## src/sv/cdr_pkg.sv

```systemverilog
`default_nettype none
package cdr_pkg;

   localparam int MAX_WIDTH   = 256;
   localparam int MAX_HEIGHT  = 4096;
   localparam int FRAC_BITS   = 16;
   localparam int ROW_LEN     = MAX_WIDTH + 2;
   localparam int STORE_DEPTH = 2 * ROW_LEN;
   localparam int COL_W       = $clog2(ROW_LEN);
   localparam int ADDR_W      = $clog2(STORE_DEPTH);
   localparam int ROW_W       = 13;
   localparam int WORD_W      = 128;
   localparam int PADDR_W     = 5;
   // holds every intermediate of the stencil exactly
   localparam int WIDE_W      = 68 - FRAC_BITS;

   typedef logic signed [WIDE_W-1:0] wide_type;
   typedef logic [COL_W-1:0]         col_type;
   typedef logic [ADDR_W-1:0]        addr_type;
   typedef logic [ROW_W-1:0]         row_type;

   localparam wide_type Q_MAX = (wide_type'(1) <<< 31) - wide_type'(1);
   localparam wide_type Q_MIN = -(wide_type'(1) <<< 31);

   typedef struct packed {
      col_type     w2;
      row_type     h2;
      logic [30:0] dx;
      logic [30:0] dy;
      logic [30:0] dxdy;
      logic [30:0] dydx;
      logic [30:0] vol;
   } cfg_type;

   typedef struct packed {
      logic     rd_en;
      addr_type rd_addr;
      logic     wr_en;
      addr_type wr_addr;
      logic     src_rd;
      logic     src_wr;
      col_type  src_addr;
   } store_cmd_type;

   typedef enum logic [2:0] {
      ST_IDLE, ST_READ, ST_FLUX, ST_COEF, ST_AP, ST_TERM, ST_OUT, ST_WRITE
   } state_type;

   typedef enum logic [2:0] {
      REG_GRID_WIDTH, REG_GRID_HEIGHT, REG_CELL_DX, REG_CELL_DY,
      REG_DX_OVER_DY, REG_DY_OVER_DX, REG_CELL_VOLUME
   } reg_index_type;

endpackage
`default_nettype wire

```

## src/sv/cdr_mul.sv

```systemverilog
`default_nettype none
module cdr_mul import cdr_pkg::*; (
   input  logic               clock,
   input  logic               reset,
   input  logic               start,
   input  logic signed [32:0] x,
   input  logic signed [31:0] y,
   output logic               done,
   output logic signed [64:0] prod
);

   // exact product from a 33x17 and a 33x16 partial product
   logic [1:0]         phase_ff, phase_in;
   logic               done_ff;
   logic signed [32:0] x_ff;
   logic signed [31:0] y_ff;
   logic signed [49:0] pp_ff, pp_in;
   logic signed [64:0] acc_ff, acc_in;
   logic signed [16:0] lo_s;
   logic signed [15:0] hi_s;

   assign lo_s = {1'b0, y_ff[15:0]};
   assign hi_s = y_ff[31:16];

   always_comb begin
      phase_in = phase_ff;
      pp_in    = pp_ff;
      acc_in   = acc_ff;
      case (phase_ff)
         2'd0: if (start) phase_in = 2'd1;
         2'd1: begin
            pp_in    = 50'(x_ff) * 50'(lo_s);
            phase_in = 2'd2;
         end
         2'd2: begin
            acc_in   = 65'(pp_ff);
            pp_in    = 50'(x_ff) * 50'(hi_s);
            phase_in = 2'd3;
         end
         default: begin
            acc_in   = acc_ff + (65'(pp_ff) <<< 16);
            phase_in = 2'd0;
         end
      endcase
   end

   always_ff @(posedge clock) begin
      if (reset) begin
         phase_ff <= 2'd0;
         done_ff  <= 1'b0;
      end else begin
         phase_ff <= phase_in;
         done_ff  <= (phase_ff == 2'd3);
      end
   end

   always_ff @(posedge clock) begin
      if (phase_ff == 2'd0 && start) begin
         x_ff <= x;
         y_ff <= y;
      end
      pp_ff  <= pp_in;
      acc_ff <= acc_in;
   end

   assign done = done_ff;
   assign prod = acc_ff;

endmodule
`default_nettype wire
```

## config.mk

```make
export PLATFORM = sky130hd
export DESIGN_NAME = cdr_mul
export DESIGN_NICKNAME = d
export VERILOG_FILES = /design/src/sv/cdr_pkg.sv /design/src/sv/cdr_mul.sv
export SDC_FILE = /design/constraint.sdc
export NUM_CORES = 2
export LEC_CHECK = 0
export BUFFER_PORTS_ARGS = -buffer_cell sky130_fd_sc_hd__buf_4
export CAP_MARGIN = 15
export CORE_UTILIZATION = 60
export DETAILED_ROUTE_END_ITERATION = 16
export PLACE_DENSITY = 0.77
export SLEW_MARGIN = 40
export SYNTH_ARGS = -nofsm -noshare
export SYNTH_HDL_FRONTEND = slang
export SYNTH_SLANG_ARGS = --single-unit
```

## constraint.sdc

```tcl
create_clock -name clock -period 7.1 [get_ports clock]
set_input_delay 0.71 -clock clock [delete_from_list [all_inputs] [get_ports clock]]
set_output_delay 0.71 -clock clock [all_outputs]
set_load 0.01 [all_outputs]
```

Yosys cells after proc, flatten, opt, wreduce, memory -nomap -nowiden
Cells that the tools add are included.
- bits in registers: 183
- bits of input ports: 68
- output and inout bits: 66
- logic and storage cells: 21
- add/sub/neg operators: 1
- multiply operators: 2
- equality and inequality tests: 4
- muxes and demuxes: 4
- reductions and logical operators: 4
- operators with widths (cell ; count):
    case mux 65 bit (2 select lines) ; 1
    case mux 50 bit (2 select lines) ; 1
    adder 65 bit ; 1
    multiplier 33 x 17 -> 50 bit ; 1
    multiplier 33 x 16 -> 49 bit ; 1
    case mux 2 bit (3 select lines) ; 1
    equality test 2 bit (second input constant) ; 2
    equality test 2 x 1 -> 1 bit (second input constant) ; 1
    logical NOT 2 bit ; 1
    2-to-1 mux 2 bit ; 1
    != test 2 bit (second input constant) ; 1
    nonzero test 2 bit ; 1
    OR reduction 2 bit ; 1
    logical AND 1 bit ; 1

Logic depth before layout (Yosys ltp)
- word-level depth: 3
- depth in mapped cells: 25
- mapped depth without buffers: 24

Least setup slack after synthesis
OpenSTA, ideal clock, no wires.
- kind: reg-to-reg
- start point: reg y_ff[8]
- end point: reg pp_ff[44] (data pin)
- setup time: 0.279 ns
- arrival: 5.942 ns
- data required time: 6.821 ns
- setup slack: 0.880 ns
- stages on the path, launching flop included: 24
- path buffers: 1
- clock period less this slack: 6.220 ns
- cell sequence: edfxtp_1 -> clkbuf_1 -> nand2_1 -> fa_1 -> inv_1 -> fa_1 -> inv_1 -> fa_1 -> inv_1 -> fa_1 -> fa_1 -> inv_1 -> fa_1 -> inv_1 -> ha_1 -> a21oi_1 -> nand2_1 -> a2111oi_1 -> a211oi_1 -> o21a_1 -> o31a_1 -> a21oi_1 -> xor2_1 -> o221ai_1
- cells in the longest elaborated chain, start to end: 2
- ends and longest elaborated chain (item ; line ; source):
    start, declared ; cdr_mul.sv:16 ; logic signed [31:0] y_ff;
    start signal, assigned ; cdr_mul.sv:60 ; y_ff <= y;
    multiplier 33 x 17 -> 50 bit ; cdr_mul.sv:32 ; pp_in = 50'(x_ff) * 50'(lo_s);
    case mux 50 bit (2 select lines) ; cdr_mul.sv:29 ; case (phase_ff)
    via pp_in[44] ; cdr_mul.sv:17 ; logic signed [49:0] pp_ff, pp_in;
    end signal, assigned ; cdr_mul.sv:62 ; pp_ff <= pp_in;
    end, declared ; cdr_mul.sv:17 ;
The timed path passes the listed nets, and every way through them passes these cells.
A chain may end at the register's enable or synchronous reset.

Worst setup path in the final report
- start point: reg x_ff[4]
- end point: reg pp_ff[21] (data pin)
- cells in the longest elaborated chain, start to end: 2
- elaborated cells between the ends (all ways): 3
- classes of those cells: mul (2); mux (1)
- ends and longest elaborated chain (item ; line ; source):
    start, declared ; cdr_mul.sv:15 ; logic signed [32:0] x_ff;
    start signal, assigned ; cdr_mul.sv:59 ; x_ff <= x;
    multiplier 33 x 16 -> 49 bit / multiplier 33 x 17 -> 50 bit (equally long branches) ; cdr_mul.sv:37, cdr_mul.sv:32 ;
    case mux 50 bit (2 select lines) (*) ; cdr_mul.sv:29 ;
    via pp_in[21] ; cdr_mul.sv:17 ;
Mark *: on every way through the listed nets, which the timed path passes. The rest lies on a longest branch.

==> qor.txt <==
First-pass GRT wire length: 203000 µm
Most common cell after layout, fill and taps aside: inv_1
Status: complete, no violations
Clock Path Buffers: 2
Highest metal used: met5
CTS Sinks: 183
IO Count: 134
Largest area contributor in the netlist: fa_1
Commonest cells after routing, fill and taps aside: inv_1 (1194), fa_1 (1004), nand2_1 (768)
Crit Path Category: register to register
1st-iter DRT viols: 3186
Hold path start: x[20]
DRT Wirelength: 125000 µm
CP max FO: 27
Drt via density: 5.69
Die width: 281 µm
Starting Density: 61.0%
M1 WL: 47400 µm
Clk root buf: clkbuf_16
Main flop type after synthesis: edfxtp_1
Hold Crit Endpoint: x_ff[20]$_DFFE_PP_
Setup Viol. Count Final: 0
DR WL met3: 13400 µm
Maxcap violations: 0
Share of the clock period used by the worst path: 97.3%
Die area: 0.0789 mm²
IO buf count: 133
Largest net degree at the start of global routing: 132
Post-Syn Instances: 5115
Hold Path Depth: 1
FF+latch count, synth: 183
Core ar.: 0.0765 mm²
Worst reg2reg path endpoint: pp_ff[21]$_DFFE_PP_
Post-synth EDFFs: 180
Synth area leaders: fa_1 (43%), edfxtp_1 (12%), inv_1 (9.6%)
Post-synthesis sequential area ratio: 11.7%
Layout Skew: 0.0316 ns
Net Count, Synth: 6474
Overflow after GRT: 0
RSZ-0062 raised after global routing: no
Flop2flop setup slack: 0.19 ns
DR WL met2: 58300 µm
Worst path required time: 7.31 ns
Worst slew pin tran: 0.819 ns
Slew HR: 44.8%
Clock transition at path regs: 0.11 ns
Top cell type's share of synthesized area: 43.1%
CTS tree: yes
CTS Hold Buffers Added: 0
Post-layout net count: 6556
Average size of a mapped cell: 9.12 µm²
Startpoint types: register
WP data arrival: 7.11 ns
Area Overhead vs Synth: 8.67%
Max frequency: 0.145 GHz
Vias in the first global route: 38694
Routed Antenna Nets: 0
FF-to-FF Start: x_ff[4]$_DFFE_PP_
Hold Violations, Final: 0
Worst Setup End Kind: register
Setup tns final: 0 ns
Final min period: 6.91 ns
Overall die height: 281 µm
Async SR Flop Fraction: 0%
Core Rows: 101
Fraction of layout cells with a size suffix above 1: 7.79%
Synth Cell Area: 0.0467 mm²
Reg2Reg Depth: 21
H-tree levels: 4
DRC errors left: 0
Slew Limit Fails: 0
CTS Buf Count: 17
DRT Pass-1 Iters: 6
RD Place Congestion: 0.976
Worst Hold Class: input port to register
Synth warn: 0
Detailed placement HPWL: 98800 µm
Clock latency on the worst-skew pair: 0.53 ns
Final hold slack: 0.348 ns
Synth unique cells: 88
Vias: 35506
WL/cell: 20.0 µm
Initial antenna violation count: 9
Overall routing resource usage: 33.6%
==> metal layers <==
layer / GRT usage (%) / vias up
li1: - / 15545
met1: 42.3 / 17679
met4: 15.0 / 14
met5: 0 / -
met2: 54.8 / 1833
met3: 8.50 / 435
==> through the flow <==
| step | util [%] | setup WS [ns] | area, µm² | instances |
|---|---|---|---|---|
| after detailed placement | 65.3 | 0.161 | 49900 | 6195 |
| after floorplan | - | 0.880 | 46700 | 5115 |
| after global placement | 65.2 | 0.317 | 49900 | 6193 |
| after global routing | 66.3 | 0.00801 | 50700 | 6241 |
| final | 66.3 | 0.193 | 50700 | 6241 |
| after CTS | 66.1 | 0.109 | 50500 | 6227 |
==> worst max-delay path by stage <==
stage,from,end
2_1_floorplan,y_ff[8]$_DFFE_PP_,pp_ff[44]$_DFFE_PP_
3_3_place_gp,x_ff[24]$_DFFE_PP_,pp_ff[49]$_DFFE_PP_
3_5_place_dp,x_ff[18]$_DFFE_PP_,pp_ff[49]$_DFFE_PP_
4_1_cts,x_ff[18]$_DFFE_PP_,pp_ff[49]$_DFFE_PP_
5_1_grt,y_ff[5]$_DFFE_PP_,pp_ff[47]$_DFFE_PP_
6_report,x_ff[4]$_DFFE_PP_,pp_ff[21]$_DFFE_PP_
==> worst max-delay path: stages, from the launching register on <==
cell and delay [ns]:
edfxtp_1 0.53, buf_12 0.23, and2_1 0.16, fa_1 0.49, inv_1 0.05, fa_1 0.45, fa_1 0.52, inv_1 0.04
ha_1 0.29, fa_1 0.48, inv_1 0.05, fa_1 0.47, inv_1 0.06, ha_1 0.32, and2_1 0.19, or2_2 0.33
o21ai_1 0.24, o221ai_1 0.28, a31oi_2 0.42, o21bai_1 0.16, xnor2_1 0.58, o21ai_0 0.25
==> cells in the mapped netlist (15+ instances only) <==
master,n
nor3_1,20
nand3_1,32
o21bai_1,16
a21oi_1,164
nand2_1,768
clkbuf_1,250
a21o_1,87
a31oi_1,15
nand2b_1,19
a211oi_1,17
o211ai_1,19
fa_1,1004
and2_1,422
edfxtp_1,180
inv_1,1194
ha_1,287
nor2_1,109
nand4_1,29
nor2b_1,17
o21ai_0,119
xnor2_1,76
xor2_1,63
==> cell type report <==
| class | count | area, µm² |
|---|---|---|
| fill | 5961 | 25700 |
| clock inverter | 15 | 188 |
| clock buffer | 17 | 425 |
| timing repair buffer | 326 | 3100 |
| inverter | 1194 | 4480 |
| antenna | 1 | 2.50 |
| multi-input combinational | 3475 | 35800 |
| tap | 1030 | 1290 |
| sequential | 183 | 5470 |
==> repair_timing <==
| action | in CTS | in global routing |
|---|---|---|
| endpoints found under the hold margin | 0 | 0 |
| resized for setup | 0 | 7 |
| buffers inserted | 0 | 13 |
| setup endpoints to repair | 0 | 9 |
==> cells by family (layout without fill, tap and decap cells) <==
logic type	after synthesis	count (layout)	synth area share (%)
fa+ha+maj	1291	1291	50.8
xor+xnor	139	139	2.61
compound gates	559	559	7.82
buf+inv	1457	1552	11.8
mux	19	19	0.429
simple gates	1467	1467	14.9
other cells	0	1	0
flops	183	183	11.7
==> state kept, by name, summed over array words and instances, names as in the netlist <==
name      cells
done          1
y_ff         32
x_ff         33
prod         65
pp_ff        50
phase_ff      2
Power is not shown: default switching activity piles up to over one toggle a cycle in this logic, so the estimate is an artifact.
