## config.mk

```make
export PLATFORM = sky130hd
export DESIGN_NAME = cdr_csr
export DESIGN_NICKNAME = d
export VERILOG_FILES = /design/src/sv/cdr_pkg.sv /design/src/sv/cdr_csr.sv
export SDC_FILE = /design/constraint.sdc
export NUM_CORES = 1
export LEC_CHECK = 0
export BUFFER_PORTS_ARGS = -buffer_cell sky130_fd_sc_hd__buf_2
export CORE_ASPECT_RATIO = 1.5
export CORE_UTILIZATION = 35
export CTS_CLUSTER_SIZE = 14
export DETAILED_ROUTE_END_ITERATION = 8
export PLACE_DENSITY = 0.61
export SYNTH_ARGS = -nofsm -noshare
export SYNTH_HDL_FRONTEND = slang
export SYNTH_SLANG_ARGS = --single-unit
```

## constraint.sdc

```tcl
create_clock -name clock -period 3 [get_ports clock]
set_input_delay 0.3 -clock clock [delete_from_list [all_inputs] [get_ports clock]]
set_output_delay 0.3 -clock clock [all_outputs]
set_load 0.03 [all_outputs]
```

## src/sv/cdr_pkg.sv

```systemverilog
`default_nettype none
package cdr_pkg;

   localparam int MAX_WIDTH   = 256;
   localparam int MAX_HEIGHT  = 4096;
   localparam int FRAC_BITS   = 16;
   localparam int ROW_LEN     = MAX_WIDTH + 2;
   localparam int STORE_DEPTH = 2 * ROW_LEN;
   localparam int COL_W       = $clog2(ROW_LEN);
   localparam int ADDR_W      = $clog2(STORE_DEPTH);
   localparam int ROW_W       = 13;
   localparam int WORD_W      = 128;
   localparam int PADDR_W     = 5;
   // holds every intermediate of the stencil exactly
   localparam int WIDE_W      = 68 - FRAC_BITS;

   typedef logic signed [WIDE_W-1:0] wide_type;
   typedef logic [COL_W-1:0]         col_type;
   typedef logic [ADDR_W-1:0]        addr_type;
   typedef logic [ROW_W-1:0]         row_type;

   localparam wide_type Q_MAX = (wide_type'(1) <<< 31) - wide_type'(1);
   localparam wide_type Q_MIN = -(wide_type'(1) <<< 31);

   typedef struct packed {
      col_type     w2;
      row_type     h2;
      logic [30:0] dx;
      logic [30:0] dy;
      logic [30:0] dxdy;
      logic [30:0] dydx;
      logic [30:0] vol;
   } cfg_type;

   typedef struct packed {
      logic     rd_en;
      addr_type rd_addr;
      logic     wr_en;
      addr_type wr_addr;
      logic     src_rd;
      logic     src_wr;
      col_type  src_addr;
   } store_cmd_type;

   typedef enum logic [2:0] {
      ST_IDLE, ST_READ, ST_FLUX, ST_COEF, ST_AP, ST_TERM, ST_OUT, ST_WRITE
   } state_type;

   typedef enum logic [2:0] {
      REG_GRID_WIDTH, REG_GRID_HEIGHT, REG_CELL_DX, REG_CELL_DY,
      REG_DX_OVER_DY, REG_DY_OVER_DX, REG_CELL_VOLUME
   } reg_index_type;

endpackage
`default_nettype wire

```

## src/sv/cdr_csr.sv

```systemverilog
`default_nettype none
module cdr_csr import cdr_pkg::*; (
   input  logic               clock,
   input  logic               reset,
   input  logic               psel,
   input  logic               penable,
   input  logic               pwrite,
   input  logic [PADDR_W-1:0] paddr,
   input  logic [31:0]        pwdata,
   output logic [31:0]        prdata,
   output logic               pready,
   output cfg_type            cfg
);

   logic [8:0]    gw_ff;
   logic [12:0]   gh_ff;
   logic [30:0]   dx_ff, dy_ff, dxdy_ff, dydx_ff, vol_ff;
   logic          wr;
   reg_index_type idx;
   logic [8:0]    eff_w;
   logic [12:0]   eff_h;

   assign pready = 1'b1;
   assign wr     = psel && penable && pwrite;
   assign idx    = reg_index_type'(paddr[PADDR_W-1:2]);

   always_ff @(posedge clock) begin
      if (reset) begin
         gw_ff   <= 9'(MAX_WIDTH);
         gh_ff   <= 13'd256;
         dx_ff   <= 31'(1 << FRAC_BITS);
         dy_ff   <= 31'(1 << FRAC_BITS);
         dxdy_ff <= 31'(1 << FRAC_BITS);
         dydx_ff <= 31'(1 << FRAC_BITS);
         vol_ff  <= 31'(1 << FRAC_BITS);
      end else if (wr) begin
         case (idx)
            REG_GRID_WIDTH:  gw_ff   <= pwdata[8:0];
            REG_GRID_HEIGHT: gh_ff   <= pwdata[12:0];
            REG_CELL_DX:     dx_ff   <= pwdata[30:0];
            REG_CELL_DY:     dy_ff   <= pwdata[30:0];
            REG_DX_OVER_DY:  dxdy_ff <= pwdata[30:0];
            REG_DY_OVER_DX:  dydx_ff <= pwdata[30:0];
            REG_CELL_VOLUME: vol_ff  <= pwdata[30:0];
            default: ;
         endcase
      end
   end

   always_comb begin
      case (idx)
         REG_GRID_WIDTH:  prdata = {23'd0, gw_ff};
         REG_GRID_HEIGHT: prdata = {19'd0, gh_ff};
         REG_CELL_DX:     prdata = {1'b0, dx_ff};
         REG_CELL_DY:     prdata = {1'b0, dy_ff};
         REG_DX_OVER_DY:  prdata = {1'b0, dxdy_ff};
         REG_DY_OVER_DX:  prdata = {1'b0, dydx_ff};
         REG_CELL_VOLUME: prdata = {1'b0, vol_ff};
         default:         prdata = 32'd0;
      endcase
   end

   // zero acts as one, oversize clamps to the store size
   always_comb begin
      eff_w = gw_ff;
      if (gw_ff == 9'd0) eff_w = 9'd1;
      else if (gw_ff > 9'(MAX_WIDTH)) eff_w = 9'(MAX_WIDTH);
      eff_h = gh_ff;
      if (gh_ff == 13'd0) eff_h = 13'd1;
      else if (gh_ff > 13'(MAX_HEIGHT)) eff_h = 13'(MAX_HEIGHT);
   end

   assign cfg.w2   = col_type'(eff_w) + col_type'(2);
   assign cfg.h2   = eff_h + 13'd2;
   assign cfg.dx   = dx_ff;
   assign cfg.dy   = dy_ff;
   assign cfg.dxdy = dxdy_ff;
   assign cfg.dydx = dydx_ff;
   assign cfg.vol  = vol_ff;

endmodule
`default_nettype wire

```

# Word level (Yosys, flattened, before mapping)
# Index checks and enable logic that the tools add are counted.
dict set report totals {
  regBits 177
  mem_bits_rw 0
  latchBits 0
  wordCells 34
  mem_bits_ro 0
  mem_count 0
}
dict set report classes {
  multipliers 0
  mux 5
  div_mod_pow 0
  n_reduce_logical 12
  n_lt_le_gt_ge 2
  n_bitwise 0
  addsub 2
  eq_ne 6
  shifts 0
}
# cell n
set ops {}
lappend ops {{$pmux W31 S7} 1}
lappend ops {{$mux W13} 2}
lappend ops {{$mux W9} 2}
lappend ops {{$reduce_and A2 Y1} 7}
lappend ops {{$add A13 B2 Y13 const B} 1}
lappend ops {{$gt A13 B13 Y1 const B} 1}
lappend ops {{$logic_not A13 Y1} 1}
lappend ops {{$add A9 B2 Y9 const B} 1}
lappend ops {{$eq A3 B3 Y1 const B} 3}
lappend ops {{$gt A9 B9 Y1 const B} 1}
lappend ops {{$logic_not A9 Y1} 1}
lappend ops {{$eq A3 B2 Y1 const B} 2}
lappend ops {{$eq A3 B1 Y1 const B} 1}
lappend ops {{$logic_not A3 Y1} 1}
lappend ops {{$logic_and A1 B1 Y1} 2}

# Longest topological paths before layout
# Gate-level depths: netlist of the first run.
dict set report logic_depth {
  depth_word 4
  mapped_depth 8
  mapped_depth_nobuf 7
}

# Worst setup path before layout of the first run
# Ideal clock, no wire load.
dict set report synth_timing {
  path_kind {reg2out}
  start {reg gw_ff[8]}
  end {out cfg[175] in the netlist's numbering}
  t_arrival_ns 2.343
  path_stages_with_launch 8
  slack_ns 0.357
  path_cell_list {dfxtp_1 -> clkbuf_1 -> nand2b_1 -> inv_1 -> ha_1 -> and3_1 -> and3_1 -> a211oi_1}
}
# item line_no
set synth_lines {}
lappend synth_lines {{from (decl)} cdr_csr.sv:15} ;# logic [8:0] gw_ff;
lappend synth_lines {{from (signal assigned)} cdr_csr.sv:29} ;# gw_ff <= 9'(MAX_WIDTH);
lappend synth_lines {{from (signal assigned)} cdr_csr.sv:38} ;# REG_GRID_WIDTH: gw_ff <= pwdata[8:0];
lappend synth_lines {{to (decl)} cdr_csr.sv:12} ;# output cfg_type cfg

==> reports/summary.txt, run 1 <==
Status - finished clean
Worst path required time - 2700 ps
Initial core utilization - 0.360
Clock tree sinks - 177
Final #Nets - 1170
Post-route cell area - 10900 µm²
Max H-tree Level - 4
Leakage - 5.39 nW
Port-buffer cells - 246
Worst rel slew slack - 0.228
Max-capacitance violation count - 0
Seq/Total Area, Yosys - 0.402
RSZ-0062 raised after global routing - no
Critical path type - reg -> out
Post-cts hold buffer count - 0
Final setup viols - 0
CTS resizes - 0
Critical Path End Type - primary output
Initial antenna violation count - 1
Max Buffers Root-to-Sink - 2
VDD IR max - 0.418 mV
Root Buffer - clkbuf_16
Clk_skew - 0 ps
Setup bufs post-CTS - 0
Ports - 252
Final Max Slew Viols - 0
Vias in the first global route - 7816
Crit path max fanout - 15
Gpl congestion - 0.820
Seq cells post-synth - 177
CTS tree - built
Fin crit period - 2650 ps
Achievable clock frequency - 377 MHz
Slew @ Worst Pin - 1160 ps
Post-route antenna net violation count - 0
Initial DRC count - 439
Critical Path AT - 2350 ps
Avg Cell Area, Syn - 9.68 µm²
Syn nets - 955
Syn Inst Count - 911
Synth Cell Area - 8820 µm²
Global route overflow - 0
Vias per cell - 5.26
Clk Latency, worst-skew pair - 430 ps
Hold Crit Class - in -> reg
Worst setup SP type - flip-flop
Final hold vios - 0
Largest net degree at the start of global routing - 88
Clk slew on worst S/H paths - 70 ps
Num CTS Buffers - 17
Filler cells - 2449
Layout cells sized above 1 - 0.295
Total Routing Usage GR - 0.232
Pwr dens - 477 nW/µm²
Placed inst area - 10300 µm²
Die height - 196 µm
DIE WIDTH - 132 µm
Num rows - 70
Share of flip-flops with an asynchronous set or reset - 0
Post-DP HPWL - 20400 µm
Synth Flop Type - dfxtp_1
WL final - 29600 µm
DR vias - 7691
Ys Warns - 0
Netlist cell types - 53
Total Neg Setup Slack - 0 ps
Area of the die - 25900 µm²
First-pass GRT wire length - 45800 µm
Area growth, synth to finish - 24.1%
Drt wl/cell - 20.2 µm
# DRC - 0
Initial DRT Pass Iterations - 5
Final worst-path cycle share - 0.884
EDFF count, synth - 0
Core Region - 24500 µm²
-- cell usage after synthesis, types with 3 or more instances --
master / number / area, µm²
a21oi_1: 40 / 200
a221o_1: 18 / 180
a221oi_1: 4 / 35.0
a22o_1: 18 / 158
a22oi_1: 7 / 52.6
a2bb2oi_1: 5 / 43.8
and3b_1: 5 / 43.8
buf_2: 17 / 85.1
buf_4: 16 / 120
buf_6: 6 / 67.6
clkbuf_1: 36 / 135
dfxtp_1: 177 / 3540
inv_1: 6 / 22.5
mux2_2: 11 / 124
mux2i_1: 174 / 1740
mux4_2: 6 / 135
nand2_1: 16 / 60.1
nand2b_1: 175 / 1090
nand3_1: 37 / 185
nor2_1: 37 / 139
nor2b_1: 8 / 50.1
nor4_1: 4 / 25.0
o21ai_0: 39 / 195
o221ai_1: 3 / 26.3
o2bb2ai_1: 3 / 26.3
or3_1: 4 / 25.0
xnor2_1: 4 / 35.0
xor2_1: 3 / 26.3
-- registers in the layout, summed over array words and instances, names as in the netlist --
| name | cells |
|---|---|
| dxdy_ff | 31 |
| vol_ff | 31 |
| gh_ff | 13 |
| gw_ff | 9 |
| dy_ff | 31 |
| dydx_ff | 31 |
| dx_ff | 31 |
-- critical path, stage by stage, from the launching register on --
cell and delay (ps):
dfxtp_1 480, inv_1 140, nand2_1 70, inv_1 60
ha_1 230, nand2_1 130, or4_1 420, a21oi_1 160
buf_2 220
-- metal layers --
| layer | wire length, µm | track usage |
|---|---|---|
| met4 | 1020 | 0.107 |
| met5 | 0 | 0 |
| met3 | 1860 | 0.0538 |
| met2 | 14800 | 0.406 |
| met1 | 11900 | 0.265 |
-- cell usage in the layout (no fill, tap or decap), drive strengths merged, types with 3 or more instances in the layout --
| cell | count |
|---|---|
| mux4 | 6 |
| nor4 | 4 |
| and3 | 3 |
| bufinv | 4 |
| xor2 | 3 |
| mux2i | 174 |
| or3 | 4 |
| and3b | 5 |
| a221oi | 4 |
| a22o | 18 |
| a22oi | 7 |
| nand2b | 175 |
| o221ai | 3 |
| a221o | 18 |
| dfxtp | 177 |
| nand3 | 38 |
| o21ai | 39 |
| clkbuf | 19 |
| nor2b | 8 |
| nand2 | 18 |
| a21oi | 40 |
| clkinv | 3 |
| buf | 274 |
| o2bb2ai | 3 |
| xnor2 | 4 |
| mux2 | 11 |
| a2bb2oi | 5 |
| nor2 | 38 |
| inv | 9 |
-- through the flow --
| stage | power [mW] | util | hold slack, ps | setup WS, ps | std cells |
|---|---|---|---|---|---|
| final | 5.22 | 0.446 | 120 | 347 | 1463 |
| after global routing | 5.39 | 0.446 | 107 | 171 | 1463 |
| after CTS | 5.27 | 0.446 | 104 | 334 | 1462 |
| after detailed placement | 2.86 | 0.420 | 477 | 480 | 1431 |
| after global placement | 2.86 | 0.420 | 470 | 495 | 1431 |
| after floorplan | 2.71 | - | 448 | 357 | 911 |
-- final timing paths --
path,from,to,slack (ps),cells past startpoint
worst max-delay path,gh_ff[12]$_SDFFE_PP0P_,cfg[166],350,8
worst min register to register,dxdy_ff[3]$_SDFFE_PP0P_,dxdy_ff[3]$_SDFFE_PP0P_,480,2
worst min-delay path,pwdata[20],vol_ff[20]$_SDFFE_PP0P_,120,3
worst max register to register,gh_ff[5]$_SDFFE_PP0P_,gh_ff[5]$_SDFFE_PP0P_,1990,2
-- area by class of cell --
cell class,count,area [µm²],area share
clock buffers,19,453,0.0414
well taps,324,405,0.0370
inverters,6,22.5,0.00206
repair buffers,274,1480,0.135
diodes,1,2.50,0.000229
clock inverters,12,180,0.0165
multi-input cells,650,4860,0.444
flip-flops and latches,177,3540,0.324
-- report_power, final --
group | total, mW | internal [mW] | leakage [nW] | switching, mW
Sequential | 2.38 | 2.37 | 1.43 | 0.0179
Combinational | 0.423 | 0.147 | 3.66 | 0.277
Clock | 2.41 | 1.44 | 0.306 | 0.974
Total | 5.22 | 3.95 | 5.39 | 1.27
-- cell families (layout without fill, tap and decap cells) --
| group | after synthesis | after routing | synth area share |
|---|---|---|---|
| AND/OR/NAND/NOR | 303 | 303 | 0.200 |
| multiplexers | 191 | 191 | 0.227 |
| flip-flops | 177 | 177 | 0.402 |
| AO/OA/AOI/OAI | 145 | 145 | 0.111 |
| buffers and inverters | 84 | 311 | 0.0502 |
| XOR/XNOR | 7 | 7 | 0.00695 |
| adder cells (fa/ha/maj) | 2 | 2 | 0.00284 |
| other | 2 | 3 | 0.000851 |
(Power assumes the default switching activity.)
==> run 2: changes to the inputs <==
Settings changed: RECOVER_POWER set to 25.
==> run 2 against run 1 <==
Against the previous run:
- core utilization fell by 0.49 points
- critical path type unchanged
- highest routed layer unchanged
- maximum frequency rose by 0.42%
- largest power group unchanged
- global-route usage did not move
- worst hold slack got worse by 2.1 ps
- cell count did not move
- sequential power barely moved
==> reports/summary.txt, run 2 (synthesis gave the netlist of run 1 again) <==
Status - finished clean
Place WS - 480 ps (unchanged)
Die height - 196 µm (unchanged)
Initial antenna violation count - 1 (unchanged)
Post-DP HPWL - 20400 µm (unchanged)
Clk Latency, worst-skew pair - 430 ps (about the same)
CTS tree - built
Clock tree sinks - 177 (unchanged)
RSZ-0062 raised after global routing - no
Total Neg Setup Slack - 0 ps (unchanged)
Drt wl/cell - 20.2 µm (about the same)
Total Routing Usage GR - 0.232 (unchanged)
Layout cells sized above 1 - 0.211 (-0.0844)
Setup bufs post-CTS - 0 (unchanged)
Gpl congestion - 0.820 (unchanged)
Area of the die - 25900 µm² (unchanged)
Max-capacitance violation count - 0 (unchanged)
Critical Path End Type - primary output
Final Max Slew Viols - 0 (unchanged)
Vias in the first global route - 7816 (unchanged)
Final hold vios - 0 (unchanged)
Sequential cell area - 3540 µm² (unchanged)
Pwr dens - 483 nW/µm² (+1.2%)
Initial DRT Pass Iterations - 4 (-1)
Initial DRC count - 456 (+3.9%)
Max H-tree Level - 4 (unchanged)
Achievable clock frequency - 379 MHz (+0.42%)
Commonest non-fill, non-tap cell in the layout - dfxtp_1
# DRC - 0 (unchanged)
Post-route setup slack - 358 ps (+11.1 ps)
Max Buffers Root-to-Sink - 2 (unchanged)
Hold Crit Class - in -> reg
Critical-path cell with the highest stage delay - dfxtp_1
Final #Nets - 1170 (unchanged)
Final setup viols - 0 (unchanged)
DR vias - 7688 (-0.039%)
DIE WIDTH - 132 µm (unchanged)
Worst setup SP type - flip-flop
Area of the multi-input gates - 4860 µm² (unchanged)
Crit path max fanout - 15 (unchanged)
Slew @ Worst Pin - 1140 ps (-15.5 ps)
VDD IR max - 0.421 mV (+0.76%)
Post-route antenna net violation count - 0 (unchanged)
Crit path buf inv count - 3 (unchanged)
Post-cts hold buffer count - 0 (unchanged)
Filler cells - 2485 (+1.5%)
Leakage - 4.98 nW (-7.7%)
Critical path type - reg -> out
Num CTS Buffers - 17 (unchanged)
Clk_skew - 0 ps (unchanged)
CTS resizes - 0 (unchanged)
Port-buffer cells - 246 (unchanged)
Num rows - 70 (unchanged)
Fin crit period - 2640 ps (-11.1 ps)
Core Region - 24500 µm² (unchanged)
Top Family by Delay on Critical Path - simple AND/OR/NAND/NOR gates
First-pass GRT wire length - 45800 µm (unchanged)
Root Buffer - clkbuf_16
Initial core utilization - 0.360 (unchanged)
Largest net degree at the start of global routing - 88 (unchanged)
Vias per cell - 5.25 (about the same)
Area growth, synth to finish - 22.7%
Critical path cell sequence - inv_1 > nand2_1 > inv_1 > ha_1 > nand2_1 > or4_1 > a21oi_1 > buf_2
Final worst-path cycle share - 0.881 (-0.00369)
WL final - 29600 µm (about the same)
Worst path required time - 2700 ps (about the same)
Global route overflow - 0 (unchanged)
Crit-path max cell delay - 480 ps (about the same)
Clk slew on worst S/H paths - 70 ps (about the same)
Most frequent cells in the layout - dfxtp_1, nand2b_1, mux2i_1
Critical Path AT - 2340 ps (about the same)
Worst rel slew slack - 0.239 (+0.0103)
Ports - 252 (unchanged)
run 2: where the power goes:
group,internal [mW],leakage [nW],switching [mW]
Clock,1.44,0.306,0.979
Combinational,0.144,3.24,0.276
Sequential,2.37,1.43,0.0181
run 2: layer usage:
metal / global-route usage / vias up / wire length (µm)
met1: 0.265 / 3687 / 11900
met5: 0 / - / 0
met4: 0.107 / 0 / 1020
met3: 0.0538 / 60 / 1820
met2: 0.406 / 298 / 14900
li1: - / 3643 / -
run 2: area by class of cell:
cell class / count / share of cell area
multi-input cells: 650 / 0.449
flip-flops and latches: 177 / 0.327
repair buffers: 274 / 0.126
clock buffers: 19 / 0.0418
well taps: 324 / 0.0374
clock inverters: 12 / 0.0166
inverters: 6 / 0.00208
diodes: 1 / 0.000231
run 2: through the flow:
stage	std cells	total power, mW	hold slack [ps]	utilization	area, µm²
final	1463	5.22	118	0.441	10800
after global routing	1463	5.39	107	0.441	10800
after CTS	1462	5.27	104	0.446	10900
after detailed placement	1431	2.86	477	0.420	10300
after global placement	1431	2.86	470	0.420	10300
after floorplan	911	2.71	448	-	8820
run 2: path summary, 6_finish.rpt:
path         slack [ps]                 endpoint                     from  cells after the start
max reg2reg        1990    gh_ff[5]$_SDFFE_PP0P_    gh_ff[5]$_SDFFE_PP0P_                      2
min reg2reg         490  dxdy_ff[3]$_SDFFE_PP0P_  dxdy_ff[3]$_SDFFE_PP0P_                      2
max                 360                 cfg[166]   gh_ff[12]$_SDFFE_PP0P_                      8
min                 120  vol_ff[20]$_SDFFE_PP0P_               pwdata[20]                      3
run 2: worst min-delay path, delay by kind of cell:
kind,cells,cell delay (ps)
simple gates,1,60
buf+inv,1,110
compound gates,1,50
